## src/rtl/core/sxt_pkg.sv

```systemverilog
// Shared types, codes and constants for the s-expression tokenizer.
package sxt_pkg;

  localparam int unsigned LenW = 16;
  localparam int unsigned QueueDepthDefault = 4;
  localparam logic [LenW-1:0] MaxLenReset = 16'd256;

  localparam logic [2:0] KIND_BEGIN      = 3'd0;
  localparam logic [2:0] KIND_END        = 3'd1;
  localparam logic [2:0] KIND_STRING_END = 3'd2;
  localparam logic [2:0] KIND_VALUE_END  = 3'd3;
  localparam logic [2:0] KIND_CONTENT    = 3'd4;
  localparam logic [2:0] KIND_EOI_ERROR  = 3'd5;

  localparam logic [1:0] MODE_SKIP   = 2'd0;
  localparam logic [1:0] MODE_STRING = 2'd1;
  localparam logic [1:0] MODE_VALUE  = 2'd2;

  localparam logic [7:0] CH_SPACE = 8'h20;
  localparam logic [7:0] CH_CR    = 8'h0D;
  localparam logic [7:0] CH_LF    = 8'h0A;
  localparam logic [7:0] CH_TAB   = 8'h09;
  localparam logic [7:0] CH_OPEN  = 8'h28;
  localparam logic [7:0] CH_CLOSE = 8'h29;
  localparam logic [7:0] CH_QUOTE = 8'h22;

  typedef struct packed {
    logic [2:0]      kind;
    logic [7:0]      content_byte;
    logic [LenW-1:0] token_length;
    logic            last;
  } sxt_res_t;

  typedef struct packed {
    logic     v0;
    logic     v1;
    sxt_res_t r0;
    sxt_res_t r1;
  } sxt_push_t;

endpackage

```

## src/rtl/core/sxt_if.sv

```systemverilog
// Handshake interfaces for the input word channel and the result word channel.
interface sxt_in_if;
  logic       valid;
  logic       ready;
  logic [7:0] data_byte;
  logic       end_of_input;

  modport source (output valid, output data_byte, output end_of_input, input ready);
  modport sink (input valid, input data_byte, input end_of_input, output ready);
endinterface

interface sxt_out_if;
  logic        valid;
  logic        ready;
  logic [2:0]  kind;
  logic [7:0]  content_byte;
  logic [15:0] token_length;
  logic        last;

  modport source (output valid, output kind, output content_byte, output token_length,
                  output last, input ready);
  modport sink (input valid, input kind, input content_byte, input token_length,
                input last, output ready);
endinterface

```

## src/rtl/core/sxt_step.sv

```systemverilog
// Tokenizer mode and length state, and per-word event decode.
module sxt_step import sxt_pkg::*; (
  input  logic            clk,
  input  logic            rst_n,
  input  logic            accept,
  input  logic [7:0]      data_byte,
  input  logic            end_of_input,
  input  logic [LenW-1:0] max_len,
  output sxt_push_t       push
);

  logic [1:0]      mode_r, mode_nxt;
  logic [LenW-1:0] count_r, count_nxt;
  logic [LenW-1:0] limit;
  logic            blank, delim, keep, keep_first;
  sxt_res_t        r0, r1;
  logic            v0, v1;

  assign limit      = (max_len == '0) ? '0 : max_len - LenW'(1);
  assign keep       = count_r < limit;
  assign keep_first = limit != '0;
  assign blank      = (data_byte == CH_SPACE) || (data_byte == CH_CR) ||
                      (data_byte == CH_LF) || (data_byte == CH_TAB);
  assign delim      = blank || (data_byte == CH_OPEN) || (data_byte == CH_CLOSE) ||
                      (data_byte == CH_QUOTE);

  always_comb begin
    mode_nxt  = mode_r;
    count_nxt = count_r;
    v0 = 1'b0;
    v1 = 1'b0;
    r0 = '0;
    r1 = '0;
    if (accept) begin
      if (end_of_input) begin
        v0 = 1'b1;
        case (mode_r)
          MODE_STRING: begin
            r0.kind = KIND_STRING_END;
            r0.token_length = count_r;
          end
          MODE_VALUE: begin
            r0.kind = KIND_VALUE_END;
            r0.token_length = count_r;
          end
          default: r0.kind = KIND_EOI_ERROR;
        endcase
        mode_nxt  = MODE_SKIP;
        count_nxt = '0;
      end else if (mode_r == MODE_STRING) begin
        if (data_byte == CH_QUOTE) begin
          v0 = 1'b1;
          r0.kind = KIND_STRING_END;
          r0.token_length = count_r;
          mode_nxt  = MODE_SKIP;
          count_nxt = '0;
        end else if (keep) begin
          v0 = 1'b1;
          r0.kind = KIND_CONTENT;
          r0.content_byte = data_byte;
          count_nxt = count_r + LenW'(1);
        end
      end else if (mode_r == MODE_VALUE) begin
        if (delim) begin
          v0 = 1'b1;
          r0.kind = KIND_VALUE_END;
          r0.token_length = count_r;
          mode_nxt  = MODE_SKIP;
          count_nxt = '0;
          if (data_byte == CH_OPEN) begin
            v1 = 1'b1;
            r1.kind = KIND_BEGIN;
          end else if (data_byte == CH_CLOSE) begin
            v1 = 1'b1;
            r1.kind = KIND_END;
          end else if (data_byte == CH_QUOTE) begin
            mode_nxt = MODE_STRING;
          end
        end else if (keep) begin
          v0 = 1'b1;
          r0.kind = KIND_CONTENT;
          r0.content_byte = data_byte;
          count_nxt = count_r + LenW'(1);
        end
      end else begin
        mode_nxt = MODE_SKIP;
        if (blank) begin
          mode_nxt = MODE_SKIP;
        end else if (data_byte == CH_OPEN) begin
          v0 = 1'b1;
          r0.kind = KIND_BEGIN;
        end else if (data_byte == CH_CLOSE) begin
          v0 = 1'b1;
          r0.kind = KIND_END;
        end else if (data_byte == CH_QUOTE) begin
          mode_nxt  = MODE_STRING;
          count_nxt = '0;
        end else begin
          mode_nxt  = MODE_VALUE;
          count_nxt = '0;
          if (keep_first) begin
            v0 = 1'b1;
            r0.kind = KIND_CONTENT;
            r0.content_byte = data_byte;
            count_nxt = LenW'(1);
          end
        end
      end
      if (v1) begin
        r1.last = 1'b1;
      end else begin
        r0.last = 1'b1;
      end
    end
  end

  always_ff @(posedge clk) begin
    if (!rst_n) begin
      mode_r  <= MODE_SKIP;
      count_r <= '0;
    end else begin
      mode_r  <= mode_nxt;
      count_r <= count_nxt;
    end
  end

  assign push.v0 = v0;
  assign push.v1 = v1;
  assign push.r0 = r0;
  assign push.r1 = r1;

endmodule

```

## src/rtl/core/sxt_outq.sv

```systemverilog
// Result word queue taking up to two words per cycle and handing out one.
module sxt_outq import sxt_pkg::*; #(
  parameter int unsigned Depth = QueueDepthDefault
) (
  input  logic      clk,
  input  logic      rst_n,
  input  sxt_push_t push,
  output logic      room,
  output logic      out_valid,
  input  logic      out_ready,
  output sxt_res_t  out_word
);

  localparam int unsigned PtrW = (Depth > 1) ? $clog2(Depth) : 1;
  localparam int unsigned CntW = $clog2(Depth + 1);
  localparam logic [PtrW-1:0] LastIdx = PtrW'(Depth - 1);
  localparam logic [CntW-1:0] RoomMax = CntW'(Depth - 2);

  sxt_res_t        mem_r [Depth];
  logic [PtrW-1:0] wr_r, wr_nxt, rd_r, rd_nxt, wr_1;
  logic [CntW-1:0] cnt_r, cnt_nxt;
  logic            pop;
  logic [1:0]      n_push;

  function automatic logic [PtrW-1:0] inc(input logic [PtrW-1:0] p);
    inc = (p == LastIdx) ? '0 : p + PtrW'(1);
  endfunction

  assign pop       = out_valid && out_ready;
  assign n_push    = {1'b0, push.v0} + {1'b0, push.v1};
  assign wr_1      = inc(wr_r);
  assign room      = cnt_r <= RoomMax;
  assign out_valid = cnt_r != '0;
  assign out_word  = mem_r[rd_r];

  always_comb begin
    wr_nxt = wr_r;
    if (n_push == 2'd1) begin
      wr_nxt = wr_1;
    end else if (n_push == 2'd2) begin
      wr_nxt = inc(wr_1);
    end
    rd_nxt  = pop ? inc(rd_r) : rd_r;
    cnt_nxt = cnt_r + CntW'(n_push) - CntW'(pop);
  end

  always_ff @(posedge clk) begin
    if (push.v0) begin
      mem_r[wr_r] <= push.r0;
    end
    if (push.v1) begin
      mem_r[wr_1] <= push.r1;
    end
  end

  always_ff @(posedge clk) begin
    if (!rst_n) begin
      wr_r  <= '0;
      rd_r  <= '0;
      cnt_r <= '0;
    end else begin
      wr_r  <= wr_nxt;
      rd_r  <= rd_nxt;
      cnt_r <= cnt_nxt;
    end
  end

endmodule

```

## src/rtl/core/sexpr_tokenizer.sv

```systemverilog
// Top level of the s-expression tokenizer.
// Results go from the combinational step decode into the registered queue.
// Throughput: one input word per cycle while each yields at most one result and
// results are taken; otherwise the one-word result port sets the rate.
// Reset: synchronous, active low; clears mode, length count and queue, and sets
// max_len_r to 256.
module sexpr_tokenizer import sxt_pkg::*; #(
  parameter int unsigned QueueDepth = QueueDepthDefault
) (
  input  logic            clk,
  input  logic            rst_n,
  input  logic            cfg_we,
  input  logic [LenW-1:0] cfg_wdata,
  sxt_in_if.sink          in_ch,
  sxt_out_if.source       out_ch
);

  logic [LenW-1:0] max_len_r;
  logic            room, accept;
  sxt_push_t       push;
  sxt_res_t        word;

  always_ff @(posedge clk) begin
    if (!rst_n) begin
      max_len_r <= MaxLenReset;
    end else if (cfg_we) begin
      max_len_r <= cfg_wdata;
    end
  end

  assign in_ch.ready = room;
  assign accept      = in_ch.valid && room;

  sxt_step u_step (
    .clk          (clk),
    .rst_n        (rst_n),
    .accept       (accept),
    .data_byte    (in_ch.data_byte),
    .end_of_input (in_ch.end_of_input),
    .max_len      (max_len_r),
    .push         (push)
  );

  sxt_outq #(.Depth(QueueDepth)) u_outq (
    .clk       (clk),
    .rst_n     (rst_n),
    .push      (push),
    .room      (room),
    .out_valid (out_ch.valid),
    .out_ready (out_ch.ready),
    .out_word  (word)
  );

  assign out_ch.kind         = word.kind;
  assign out_ch.content_byte = word.content_byte;
  assign out_ch.token_length = word.token_length;
  assign out_ch.last         = word.last;

endmodule

```

## src/flat_wrapper.sv

```systemverilog
// flat-port wrapper written by rule: the top's interface ports become plain ports
module sexpr_tokenizer_flat import sxt_pkg::*;
#(
  parameter int unsigned QueueDepth = QueueDepthDefault
)
  (clk, rst_n, cfg_we, cfg_wdata, in_ch_valid, in_ch_data_byte, in_ch_end_of_input, in_ch_ready, out_ch_valid, out_ch_kind, out_ch_content_byte, out_ch_token_length, out_ch_last, out_ch_ready);
  sxt_in_if in_ch_i ();
  sxt_out_if out_ch_i ();
  input  logic clk;
  input  logic rst_n;
  input  logic cfg_we;
  input  logic [LenW-1:0] cfg_wdata;
  input wire logic [$bits(in_ch_i.valid)-1:0] in_ch_valid;
  input wire logic [$bits(in_ch_i.data_byte)-1:0] in_ch_data_byte;
  input wire logic [$bits(in_ch_i.end_of_input)-1:0] in_ch_end_of_input;
  output wire logic [$bits(in_ch_i.ready)-1:0] in_ch_ready;
  output wire logic [$bits(out_ch_i.valid)-1:0] out_ch_valid;
  output wire logic [$bits(out_ch_i.kind)-1:0] out_ch_kind;
  output wire logic [$bits(out_ch_i.content_byte)-1:0] out_ch_content_byte;
  output wire logic [$bits(out_ch_i.token_length)-1:0] out_ch_token_length;
  output wire logic [$bits(out_ch_i.last)-1:0] out_ch_last;
  input wire logic [$bits(out_ch_i.ready)-1:0] out_ch_ready;
  assign in_ch_i.valid = in_ch_valid;
  assign in_ch_i.data_byte = in_ch_data_byte;
  assign in_ch_i.end_of_input = in_ch_end_of_input;
  assign in_ch_ready = in_ch_i.ready;
  assign out_ch_valid = out_ch_i.valid;
  assign out_ch_kind = out_ch_i.kind;
  assign out_ch_content_byte = out_ch_i.content_byte;
  assign out_ch_token_length = out_ch_i.token_length;
  assign out_ch_last = out_ch_i.last;
  assign out_ch_i.ready = out_ch_ready;
  sexpr_tokenizer #(.QueueDepth(QueueDepth)) u_core (.clk(clk), .rst_n(rst_n), .cfg_we(cfg_we), .cfg_wdata(cfg_wdata), .in_ch(in_ch_i), .out_ch(out_ch_i));
endmodule
```

## config.mk

```make
export PLATFORM = sky130hd
export DESIGN_NAME = sexpr_tokenizer_flat
export DESIGN_NICKNAME = d
export VERILOG_FILES = /design/src/rtl/core/sxt_pkg.sv /design/src/rtl/core/sxt_if.sv /design/src/rtl/core/sxt_step.sv /design/src/rtl/core/sxt_outq.sv /design/src/rtl/core/sexpr_tokenizer.sv /design/src/flat_wrapper.sv
export SDC_FILE = /design/constraint.sdc
export NUM_CORES = 1
export LEC_CHECK = 0
export ABC_AREA = 0
export ABC_CLOCK_PERIOD_IN_PS = 7750
export BUFFER_PORTS_ARGS = -buffer_cell sky130_fd_sc_hd__buf_2
export CAP_MARGIN = 20
export CORE_MARGIN = 2
export CORE_UTILIZATION = 40
export DETAILED_ROUTE_END_ITERATION = 10
export GPL_ROUTABILITY_DRIVEN = 0
export SLEW_MARGIN = 20
export SYNTH_ARGS = -nofsm -noshare
export SYNTH_HDL_FRONTEND = slang
export SYNTH_SLANG_ARGS = --single-unit
```

## constraint.sdc

```tcl
create_clock -name clk -period 7.75 [get_ports clk]
set_clock_uncertainty 0.1 [all_clocks]
set_input_delay 0.775 -clock clk [delete_from_list [all_inputs] [get_ports clk]]
set_output_delay 0.775 -clock clk [all_outputs]
set_load 0.1 [all_outputs]
```

=== Word level (Yosys, flattened, before mapping) ===
Memory sizes are Yosys's and may differ from the RTL's. A register that Yosys moved wholly into a read port is not among the register bits.
Cells that the tools add are included.

* Flip-flop bits (word level): 41
* Bits of input ports: 30
* Memories kept: 1
* Bits in writable memories: 112
* Output and inout bits: 30
* Word-level logic and storage cells: 139

{| class="wikitable"
|+ Memory list
! memory !! words !! bits a word !! read ports !! clocked after Yosys merged registers in !! wr ports !! RTL line !! source
|-
| u_core.u_outq.mem_r || 4 || 28 || 1 || 1 || 2 || sxt_outq.sv:19 || <nowiki>sxt_res_t mem_r [Depth];</nowiki>
|}

* Mux-type cells: 88
* Order comparisons: 2
* Equal/unequal tests: 19
* Add/sub/neg operators: 8
* Reductions and logical operators: 15

{| class="wikitable"
|+ Operator list
! kind !! count
|-
| 2-to-1 mux 16 bit || 15
|-
| 2-to-1 mux 11 bit || 5
|-
| 2-to-1 mux 8 bit || 5
|-
| 2-to-1 mux 1 bit || 39
|-
| == test 8 x 6 -> 1 bit, second input constant || 4
|-
| 2-to-1 mux 2 bit || 16
|-
| 2-to-1 mux 28 bit || 1
|-
| 2-to-1 mux 27 bit || 1
|-
| == test 8 x 4 -> 1 bit, second input constant || 3
|-
| adder 16 x 1 -> 16 bit, second input constant || 1
|-
| zero test 16 bit || 1
|-
| < comparator 16 bit || 1
|-
| nonzero test 16 bit || 1
|-
| subtractor 16 x 1 -> 16 bit, second input constant || 1
|-
| 2-to-1 mux 3 bit || 5
|-
| inequality test 4 x 2 -> 1 bit, second input constant || 3
|-
| == test 2 bit, second input constant || 5
|-
| adder 2 x 1 -> 2 bit, second input constant || 3
|-
| logical OR 1 bit || 6
|-
| case mux 3 bit (2 select lines) || 1
|-
| == test 2 x 1 -> 1 bit, second input constant || 2
|-
| inequality test 4 bit, second input constant || 1
|-
| AND reduction 4 bit || 1
|-
| adder 3 x 2 -> 3 bit || 1
|-
| 9 further kinds || 10
|}

=== Depth between registers and ports, before layout ===
* Depth after elaboration: 17
* Mapped depth: 23
* Depth with buffers taken out: 21

=== Modules after synthesis ===
From an unflattened synthesis, not the netlist that was laid out.

* Cell total of the unflattened synthesis: 750
* Area total of the unflattened synthesis: 9422.8 um^2

{| class="wikitable"
|+ Modules (own cells, without submodules)
! module !! sequential area each (um^2) !! area each (um^2) !! cells an instance !! times used
|-
| sxt_outq || 3543.4 || 6163.4 || 339 || 1
|-
| sxt_step || 360.3 || 2640.0 || 359 || 1
|-
| sexpr_tokenizer || 320.3 || 619.3 || 52 || 1
|}

=== Worst setup path after synthesis ===
No wires, ideal clock.

* Path kind: register -> register
* Start point: register u_core.max_len_r[1]
* End point: register u_core.u_outq.cnt_r[2]
* Path buffers: 2
* Slack: 2.653 ns
* Data required time: 7.535 ns
* Clock period less this slack: 5.097 ns
* Stages on the path, launching flop included: 23
* Data arrival time: 4.883 ns
* Setup time: 0.115 ns
* Path through: dfxtp_1 -> clkbuf_1 -> inv_1 -> ha_1 -> buf_4 -> or3b_4 -> or4_4 -> a21bo_2 -> ha_1 -> a41oi_1 -> o21ai_0 -> a221o_1 -> a41o_2 -> a21oi_2 -> nand2_1 -> ha_1 -> inv_1 -> ha_1 -> inv_1 -> ha_1 -> fa_1 -> xnor2_1 -> and2_1

* Cells in the longest elaborated chain, start to end: 15
* Elaborated cells between the ends (all ways): 20
* Classes of those cells: add/sub (4); order compare (1); mux (13); reduce/logical (2)

{| class="wikitable"
|+ RTL lines
! item !! RTL line !! source
|-
| from (decl) || sexpr_tokenizer.sv:18 || <nowiki>logic [LenW-1:0] max_len_r;</nowiki>
|-
| from (signal assigned) || sexpr_tokenizer.sv:25 || <nowiki>max_len_r <= MaxLenReset;</nowiki>
|-
| from (signal assigned) || sexpr_tokenizer.sv:27 || <nowiki>max_len_r <= cfg_wdata;</nowiki>
|-
| subtractor 16 x 1 -> 16 bit or zero test 16 bit (tied branches) || sxt_step.sv:19 || <nowiki>assign limit = (max_len == '0) ? '0 : max_len - LenW'(1);</nowiki>
|-
| 2-to-1 mux 16 bit * || sxt_step.sv:19 ||
|-
| parallel branches: the longest is 7 deep, another holds < comparator 16 bit || - ||
|-
| 2-to-1 mux 1 bit * || sxt_step.sv:50 || <nowiki>end else if (mode_r == MODE_STRING) begin</nowiki>
|-
| 2-to-1 mux 1 bit * || sxt_step.sv:35 || <nowiki>if (end_of_input) begin</nowiki>
|-
| 2-to-1 mux 1 bit * || sxt_step.sv:34 || <nowiki>if (accept) begin</nowiki>
|-
| adder 1 x 1 -> 2 bit * || sxt_outq.sv:30 || <nowiki>assign n_push = {1'b0, push.v0} + {1'b0, push.v1};</nowiki>
|-
| adder 3 x 2 -> 3 bit * || sxt_outq.sv:44 || <nowiki>cnt_nxt = cnt_r + CntW'(n_push) - CntW'(pop);</nowiki>
|-
| subtractor 3 x 1 -> 3 bit * || sxt_outq.sv:44 ||
|-
| to (signal assigned) || sxt_outq.sv:64 || <nowiki>cnt_r <= cnt_nxt;</nowiki>
|-
| to (decl) || sxt_outq.sv:21 || <nowiki>logic [CntW-1:0] cnt_r, cnt_nxt;</nowiki>
|}

Mark *: on every way between the ends.
A chain may end at the register's enable or synchronous reset.

=== Worst setup path in the final report ===
* Start point: register u_core.max_len_r[0]
* End point: register u_core.u_outq.cnt_r[2]

The elaborated chain is that of the path after synthesis.

==> results.toml <==
[outcome]
status = "complete, no violations"

[place]
pre_cts_ws_ns = 2.180
dp_hpwl_mm = 13.25
io_buffer_count = 59
dp_cells = 998

[worst_setup_path]
cp_common_cell = "ha_1"
critical_path_class = "flop to flop"
r2r-end = "u_core.u_outq.cnt_r[2]$_SDFF_PN0_"
cp_data_arrival_time_ns = 5.79
crit_required_ns = 7.97
r2r-start = "u_core.max_len_r[0]$_SDFFE_PN0P_"
crit_chain = "inv_1, ha_1, or3b_4, or4_4, a21bo_2, ha_1, a41oi_1, o21ai_0, a221o_1, a41o_2, a21oi_2, nand2_1, ha_1, inv_1, ha_1, inv_1, ha_1, fa_1, xnor2_1, and2_1"
start_kind = "flop"
crit_path_end_kind = "flop"
rr_worst_depth = 20
worstPathMaxFanout = 22
startpoint = "u_core.max_len_r[0]$_SDFFE_PN0P_"
r2r_setup_slack_ns = 2.18
endpoint = "u_core.u_outq.cnt_r[2]$_SDFF_PN0_"
cpPeakStageDelay_ns = 0.50
critical_path.slowest_cell = "or4_4"

[clocking]
htree_levels = 4
cts_buffer_depth = 2
holdBufCountCts = 0
clk-insertion-delay-late_ns = 0.43
cts_inserted_buffers = 17
post-cts-setup-buffers = 0
cts_sinks = 155
cts_tree = "yes"
clk_pin_slew_worst_paths_ns = 0.06
clockRootBuffer = "clkbuf_16"
cts_resized = 0

[grt]
grt_pass1_vias = 6405
grt_pass1_wl_mm = 32.98
globalRouteTotalUtil_pct = 19.28
grt_max_degree = 53
grt-ovfl-total = 0
antenna_found_initial = 0

[pwr]
power_frac_seq_pct = 37.5
p_sw_w = 0.0009479
p_leak_nw = 3.511
power_density_mw_per_mm2 = 283.6
ir_worst_vdd_uv = 257.9
clkPwrFrac_pct = 32.2
p_int_w = 0.001620
combinationalPowerShare_pct = 30.3
netSwitchingFraction_pct = 36.91

[sta]
worstMarginPinSlew_ns = 1.107
setup_viol = 0
fin_ws_ns = 2.177
fmaxAchievable_mhz = 179.4
tns_ns = 0
period_share_pct = 71.92
layout_min_cycle_time_ns = 5.573
fin_hold_ws_ns = 0.3604
rsz0062_at_grt = "no"
final-max-slew-violation-count = 0
hold_viol = 0
timing.slew.headroom_pct = 26.18

[die]
die_width_um = 146.1
core_area_sq_mm = 0.01965
fp.dieH_um = 146.1
dieArea_sq_mm = 0.02134
pin_count = 60
initial_core_util_pct = 41.09
rows = 51

[detailed_routing]
drt_iter0_drc = 510
wl_per_cell_um = 19.41
route.detailed.drc = 0
wirelength_mm = 20.03
first_pass_iters = 5
ant_nets = 0
viasPerCell = 5.960
route.vias.total = 6151

[final_layout]
syn2layout_area_growth_pct = 12.11
layout_common_cells = "145 x dfxtp_1, 62 x a32o_1, 59 x buf_2, 36 x nand2_1, 32 x ha_1"
drive_gt1_share_pct = 24.64
num-nets-final = 817
fin_cells = 1032
layout_commonest_cell = "dfxtp_1"
post-route-util_pct = 46.07
antenna_cells = 0
fill_cells = 1862

[synth]
syn-num-nets = 799
synthTopCellsByArea = "dfxtp_1 36%, mux4_2 7.8%, a32o_1 7.7%"
synth_area_sq_mm = 0.008076
synth-seq-cells = 155
synth_warnings = 0
synth_area_leader_cell = "dfxtp_1"
synth-main-ff-cell = "dfxtp_1"
synth_edf_count = 8
synth_top_area_share_pct = 36.44
avgSynthCellArea_sq_um = 10.97
syn_inst = 736
synth.distinct_cells = 85
synthArstFlopShare_pct = 0
seq_area_frac_synth_pct = 39.41

[hold_path]
worstHoldPathCells = 1
hold_class = "flop to flop"

[job]
maxCapViolations = 0
[critical path, delay by kind of cell (launching register included)]
family	cells	cell delay, ns
compound gates	6	1.64
xor+xnor	1	0.14
fa+ha+maj	6	1.66
buf+inv	3	0.24
flops	1	0.41
simple gates	4	1.24
[stage by stage]
step | power (W) | cell area (sq um)
3_5_place_dp | 0.001748 | 8412
6_report | 0.002568 | 9055
4_1_cts | 0.002574 | 8996
5_1_grt | 0.002679 | 9055
2_1_floorplan | 0.001598 | 8077
3_3_place_gp | 0.001728 | 8401
[power by group through the flow]
| stage | sequential (W) | clock (W) | combinational, W |
|---|---|---|---|
| floorplan | 0.000944 | 0 | 0.000654 |
| global placement | 0.000972 | 0 | 0.000756 |
| detailed placement | 0.000980 | 0 | 0.000768 |
| CTS | 0.000962 | 0.000841 | 0.000771 |
| global route | 0.000973 | 0.000872 | 0.000835 |
| finish | 0.000963 | 0.000826 | 0.000779 |
[kinds of logic after synthesis]
kind of cell               Yosys count  share of synthesized area, %
buffers and inverters               97                         5.856
DFF                                155                         39.41
AOI/OAI and AO/OA                  190                         21.98
and+or+nand+nor                    191                         14.83
adders and majority gates           33                         5.205
xor gates and xnor gates            25                         2.804
muxes                               45                         9.915
[worst min path at each step]
stage | slack, ns | endpoint | from
3_3_place_gp | 0.33 | u_core.u_outq.mem_r[1][26]$_SDFFE_PP0P_ | u_core.u_outq.mem_r[1][26]$_SDFFE_PP0P_
2_1_floorplan | 0.32 | u_core.u_outq.mem_r[1][26]$_SDFFE_PP0P_ | u_core.u_outq.mem_r[1][26]$_SDFFE_PP0P_
5_1_grt | 0.37 | u_core.u_outq.mem_r[2][11]$_SDFFE_PP0P_ | u_core.u_outq.mem_r[2][11]$_SDFFE_PP0P_
4_1_cts | 0.36 | u_core.u_outq.mem_r[1][26]$_SDFFE_PP0P_ | u_core.u_outq.mem_r[1][26]$_SDFFE_PP0P_
3_5_place_dp | 0.35 | u_core.u_outq.mem_r[1][26]$_SDFFE_PP0P_ | u_core.u_outq.mem_r[1][26]$_SDFFE_PP0P_
6_report | 0.36 | u_core.u_outq.mem_r[1][26]$_SDFFE_PP0P_ | u_core.u_outq.mem_r[1][26]$_SDFFE_PP0P_
[per-layer routing]
metal  GRT usage [%]  vias to the layer above  routed length, um
li1                -                     2887                  -
met1           23.29                     3095               8534
met2           34.39                      149              10300
met3           4.063                       20                947
met4           6.068                        0                249
met5               0                        -                  0
[state kept, by name, summed over array words and instances (netlist names), named ones only]
name	flops
u_core.u_outq.wr_r	2
u_core.u_step.count_r	16
u_core.max_len_r	16
u_core.u_outq.cnt_r	3
u_core.u_outq.mem_r	112
u_core.u_outq.rd_r	2
u_core.u_step.mode_r	2
[Yosys cell counts, types with 4 or more instances]
cell type  count
a22o_1        23
nor3_4         4
buf_1          6
buf_4          4
dfxtp_1      147
a21oi_1       11
nor2_1        28
ha_1          32
a32o_1        62
nand4_1        7
nor3_1        14
and2_1         9
o21ai_0       15
or3_1          4
nand2b_1       7
nor2b_1       19
nand3_1       10
a21o_1         6
edfxtp_1       8
o21a_1         4
mux4_2        28
and4_1         4
a31oi_1        6
buf_2         18
nand2_1       36
o31a_1         5
xnor2_1       22
buf_6          9
nor4b_1        4
clkbuf_1      29
a32o_2        22
nor4_1        13
inv_1         28
mux2i_1       17
[cell type report]
type,instances,area [sq um],share of cell area [%]
multi-input cells,484,4442,49.05
repair buffers,68,406.6,4.491
flip-flops and latches,155,3186,35.18
inverters,28,105.1,1.161
clock buffers,19,454.2,5.016
well taps,265,331.6,3.662
clock inverters,13,130.1,1.437
Note: power is estimated with default switching activity, not from simulation.
